===== config.mk =====
export PLATFORM = sky130hd
export DESIGN_NAME = bpc_udiv
export DESIGN_NICKNAME = d
export VERILOG_FILES = /design/src/bpc_pkg.sv /design/src/bpc_udiv.sv
export SDC_FILE = /design/constraint.sdc
export NUM_CORES = 2
export LEC_CHECK = 0
export CORE_MARGIN = 2
export CORE_UTILIZATION = 28
export DETAILED_ROUTE_END_ITERATION = 10
export DONT_BUFFER_PORTS = 1
export PLACE_DENSITY = 0.51
export SLEW_MARGIN = 30
export SYNTH_ARGS = -nofsm -noshare
export SYNTH_HDL_FRONTEND = slang
export SYNTH_SLANG_ARGS = --single-unit

===== constraint.sdc =====
create_clock -name clock -period 5.44 [get_ports clock]
set_clock_uncertainty 0.05 [all_clocks]
set_input_delay 1.088 -clock clock [delete_from_list [all_inputs] [get_ports clock]]
set_output_delay 1.088 -clock clock [all_outputs]
set_load 0.01 [all_outputs]

===== src/bpc_pkg.sv =====
// ----------------------------------------------------------------------------
// Barometric pressure compensation package
// Transaction types, register indexes and compensation constants.
// ----------------------------------------------------------------------------
`default_nettype none

package bpc_pkg;

   typedef struct packed {
      logic [15:0] raw_temp;
      logic [23:0] raw_press_bytes;
   } bpc_req_type;

   typedef struct packed {
      logic signed [15:0] temp_tenths;
      logic signed [31:0] pressure_pa;
      logic               fault;
   } bpc_rsp_type;

   localparam int unsigned CSR_INDEX_W = 3;
   localparam int unsigned CSR_DATA_W  = 32;

   typedef enum logic [CSR_INDEX_W-1:0] {
      CSR_AC1_AC2 = 3'd0,
      CSR_AC3_AC4 = 3'd1,
      CSR_AC5_AC6 = 3'd2,
      CSR_B1_B2   = 3'd3,
      CSR_MC_MD   = 3'd4,
      CSR_OSS     = 3'd5
   } bpc_csr_type;

   localparam int unsigned DIV1_NUM_W = 27;
   localparam int unsigned DIV1_DEN_W = 18;
   localparam int unsigned DIV2_NUM_W = 32;
   localparam int unsigned DIV2_DEN_W = 17;

   localparam int unsigned BPC_LATENCY = DIV1_NUM_W + DIV2_NUM_W + 10;

   localparam logic signed [29:0] B6_OFFSET   = 30'sd4000;
   localparam logic signed [12:0] PRESS_C1    = 13'sd3038;
   localparam logic signed [13:0] PRESS_C2    = -14'sd7357;
   localparam logic signed [17:0] PRESS_C3    = 18'sd3791;
   localparam logic [15:0]        OSS_SCALE   = 16'd50000;
   localparam logic signed [18:0] B4_OFFSET   = 19'sd32768;

endpackage

`default_nettype wire


===== src/bpc_udiv.sv =====
// ----------------------------------------------------------------------------
// Pipelined unsigned divider
// Restoring division, one quotient bit per register stage, with a tag.
// ----------------------------------------------------------------------------
`default_nettype none

module bpc_udiv
   import bpc_pkg::*;
#(
   parameter int unsigned NUM_W = DIV2_NUM_W,
   parameter int unsigned DEN_W = DIV2_DEN_W,
   parameter int unsigned TAG_W = 1
) (
   input  wire logic             clock,
   input  wire logic             reset,
   input  wire logic             in_valid,
   input  wire logic [NUM_W-1:0] in_num,
   input  wire logic [DEN_W-1:0] in_den,
   input  wire logic [TAG_W-1:0] in_tag,
   output logic                  out_valid,
   output logic      [NUM_W-1:0] out_quo,
   output logic      [TAG_W-1:0] out_tag
);

   logic             valid_ff [NUM_W];
   logic [NUM_W-1:0] num_ff   [NUM_W];
   logic [DEN_W-1:0] rem_ff   [NUM_W];
   logic [DEN_W-1:0] den_ff   [NUM_W];
   logic [TAG_W-1:0] tag_ff   [NUM_W];

   for (genvar i = 0; i < NUM_W; i++) begin : g_stage
      logic             valid_prev;
      logic [NUM_W-1:0] num_prev;
      logic [DEN_W-1:0] rem_prev;
      logic [DEN_W-1:0] den_prev;
      logic [TAG_W-1:0] tag_prev;
      logic [DEN_W:0]   trial;
      logic [DEN_W+1:0] diff;
      logic             ge;
      logic [NUM_W-1:0] num_in;
      logic [DEN_W-1:0] rem_in;

      if (i == 0) begin : g_first
         assign valid_prev = in_valid;
         assign num_prev   = in_num;
         assign rem_prev   = '0;
         assign den_prev   = in_den;
         assign tag_prev   = in_tag;
      end else begin : g_next
         assign valid_prev = valid_ff[i-1];
         assign num_prev   = num_ff[i-1];
         assign rem_prev   = rem_ff[i-1];
         assign den_prev   = den_ff[i-1];
         assign tag_prev   = tag_ff[i-1];
      end

      assign trial  = {rem_prev, num_prev[NUM_W-1]};
      assign diff   = {1'b0, trial} - {2'b00, den_prev};
      assign ge     = ~diff[DEN_W+1];
      assign rem_in = ge ? diff[DEN_W-1:0] : trial[DEN_W-1:0];
      assign num_in = {num_prev[NUM_W-2:0], ge};

      always_ff @(posedge clock) begin
         if (reset) begin
            valid_ff[i] <= 1'b0;
         end else begin
            valid_ff[i] <= valid_prev;
         end
      end

      always_ff @(posedge clock) begin
         num_ff[i] <= num_in;
         rem_ff[i] <= rem_in;
         den_ff[i] <= den_prev;
         tag_ff[i] <= tag_prev;
      end
   end

   assign out_valid = valid_ff[NUM_W-1];
   assign out_quo   = num_ff[NUM_W-1];
   assign out_tag   = tag_ff[NUM_W-1];

endmodule

`default_nettype wire


==> flow_metrics.tcl <==
set metrics [dict create \
    status "complete, no violations" \
    power_leakage_nw 38.72 \
    yosys_most_used_dff "dfxtp_1" \
    fin_nets 7457 \
    synth_sequential_area_ratio_pct 56.94 \
    finalHoldViolCount 0 \
    dp_hpwl_mm 107.8 \
    max_stage_delay_ns 0.70 \
    slew_headroom_pct 37.61 \
    grt_antenna_before_repair 3 \
    busiest_layer "met2" \
    cp-start-kind "flip-flop" \
    cts_root_buf "clkbuf_16" \
    most-common-layout-cells "2142 x dfxtp_1, 693 x inv_1, 528 x ha_1" \
    multi_input_area_um2 29300 \
    start_util_pct 28.13 \
    worstHoldStart "in_den[10]" \
    wirelength_mm 146.6 \
    route.detailed.drc 0 \
    tightest_slew_ns 0.9327 \
    grt_use_total_pct 10.46 \
    grt_pass1_wl_mm 236.5 \
    grt_pass1_vias 45890 \
    placed_cell_area_um2 79310 \
    cp_max_fo 17 \
    antenna_left 0 \
    drive_above_1_share_pct 11.61 \
    grt_overflow_total 0 \
    finalSetupViolations 0 \
    io_buffers 0 \
    io_pins 87 \
    clock_path_buffers 4 \
    met1_usage_pct 12.88 \
    crit_path_end_kind "flip-flop" \
    cts_hold_buf 0 \
    drv_slew 0 \
    reg2reg_slack_ns 1.93 \
    first_pass_iters 7 \
    num_vias 45720 \
    setup_tns_ns 0 \
    cpMostUsedCell "inv_1" \
    stdcell_area_um2 87480 \
    min_period_over_period_pct 64.52 \
    num-fill-cells 26910 \
    die_x_um 522.6 \
    wl_per_cell_um 13.84 \
    ir_worst_vdd_uv 305.0 \
    use_met2_pct 17.78 \
    htree_levels 4 \
    crit_start "num_ff[0][319]" \
    synth-seq-cells 2142 \
    timing.max_cap.violations 0 \
    worstPathRequired_ns 6.17 \
    syn-cell-area_um2 75310 \
    holdWs_ns 0.1751 \
    cts_buffers 228 \
    ys_warn_count 0 \
    path_cells "inv_1 > ha_1 > inv_1 > fa_1 > a21o_1 > and4_1 > o2111ai_1 > a31oi_1 > o22ai_1 > o31a_1 > mux2_2" \
    dieArea_um2 273100 \
    postCtsResizedCells 0 \
    cp_data_arrival_time_ns 4.24 \
    vias_per_cell 4.316 \
    path_class "reg -> reg" \
    synth_area_per_cell_um2 11.23 \
    rsz0062_at_grt "no" \
    chipHeight_um 522.6 \
    cts_tree "yes" \
    grt_use_met3_pct 1.974 \
    final_common_cell "dfxtp_1" \
    timing.rr.start "num_ff[0][319]" \
    place.gp.congestion 0.8316 \
    synth_cell_types 94 \
    timing.final.crit_period_ns 3.510 \
    hp-class "in -> reg" \
    synthCells 6706 \
    clock-sinks 2142 \
    synthArstFlopShare_pct 0 \
    fmax_mhz 284.9 \
    clk_pin_slew_ns 0.06 \
    clk_latency_ns 0.89 \
    synth_edf_count 0 \
    grt_max_degree 33 \
    cts_setup_buffers 0 \
    seq_area_um2 42880 \
    p_per_area_nw_per_um2 680.2 \
    drt-initial-drc-count 2136 \
    slowest_stage "o31a_1" \
    layout-area-overhead-vs-synth_pct 16.17 \
    fp-row-count 190 \
    design.core.area_um2 267700 \
]
## metal layers
metal  wire (um)  share of wire, %  vias to the layer above
li1            -                 -                    23310
met1       66290                45                    21230
met2       68530                47                      812
met3        6061               4.1                      363
met4        5740               3.9                        0
met5           0                 0                        -
## Yosys cell counts, drive strengths merged (27+ instances only)
cell type / n / area share (%)
buf: 40 / 0.44
a221oi: 29 / 0.44
and3: 82 / 0.73
xor2: 158 / 1.8
nor2b: 93 / 0.77
nor3: 65 / 0.52
o21bai: 38 / 0.38
nand2b: 54 / 0.45
mux2i: 40 / 0.53
nand3: 96 / 0.64
a31oi: 63 / 0.63
mux2: 282 / 4.4
xnor2: 215 / 2.5
fa: 30 / 0.80
ha: 528 / 8.8
o31ai: 27 / 0.29
nand4: 54 / 0.45
a21o: 186 / 1.9
a21oi: 430 / 2.9
clkbuf: 71 / 0.35
nor2: 250 / 1.2
and2: 33 / 0.29
o211ai: 32 / 0.35
o21ai: 325 / 2.3
nand2: 267 / 1.3
a211oi: 34 / 0.40
a2111oi: 29 / 0.35
inv: 697 / 3.5
o21a: 46 / 0.46
dfxtp: 2142 / 57
## kinds of logic (layout without fill, tap and decap cells)
family          after synthesis  count (layout)  synth area share [%]
flops                      2142            2142                 56.94
compound gates             1460            1460                 13.04
simple gates               1042            1042                 6.885
buf+inv                     808            1133                 4.267
fa+ha+maj                   558             558                 9.570
xor+xnor                    373             373                 4.338
mux                         322             322                 4.958
other cells                   1              11              0.004980
## report_power, final
group	total (mW)	switching (mW)	internal, mW
logic	21.2	11.2	9.95
clock network	16.3	6.41	9.89
registers	22.0	2.08	19.9
## stage by stage
| stage | utilization (%) | std cells | power (mW) | setup slack [ns] |
|---|---|---|---|---|
| 4_1_cts | 32.65 | 10590 | 60.27 | 1.786 |
| 3_5_place_dp | 29.63 | 10160 | 43.43 | 1.809 |
| 5_1_grt | 32.68 | 10590 | 63.69 | 1.677 |
| 3_3_place_gp | 29.61 | 10160 | 43.10 | 1.871 |
| 2_1_floorplan | - | 6712 | 38.63 | 2.570 |
| 6_report | 32.68 | 10590 | 59.51 | 1.930 |
## worst max-delay path: cells and delay by family (launching register included)
family,cells,cell delay (ns)
AOI/OAI and AO/OA,5,1.71
muxes,1,0.42
buffers and inverters,2,0.13
DFF,1,0.30
adders and majority gates,2,0.56
and+or+nand+nor,1,0.23
## sequential cells by signal, indices dropped and copies added (netlist names)
name / count
rem_ff: 527
tag_ff: 32
den_ff: 527
valid_ff: 32
num_ff: 1024
## layout make-up
class                      count  area share, %
clock inverter               114          1.909
timing repair buffer          15         0.1545
antenna                        4        0.01144
multi-input combinational   3762          33.50
clock buffer                 307          7.341
tap                         3552          5.080
sequential                  2142          49.02
inverter                     697          2.991
## final timing paths
| path | depth (start not counted) | endpoint |
|---|---|---|
| hold reg to reg | 0 | num_ff[0][245] |
| setup / recovery | 11 | rem_ff[0][173] |
| setup reg to reg | 11 | rem_ff[0][173] |
| hold / removal | 0 | den_ff[0][10] |
(Power assumes the default switching activity.)
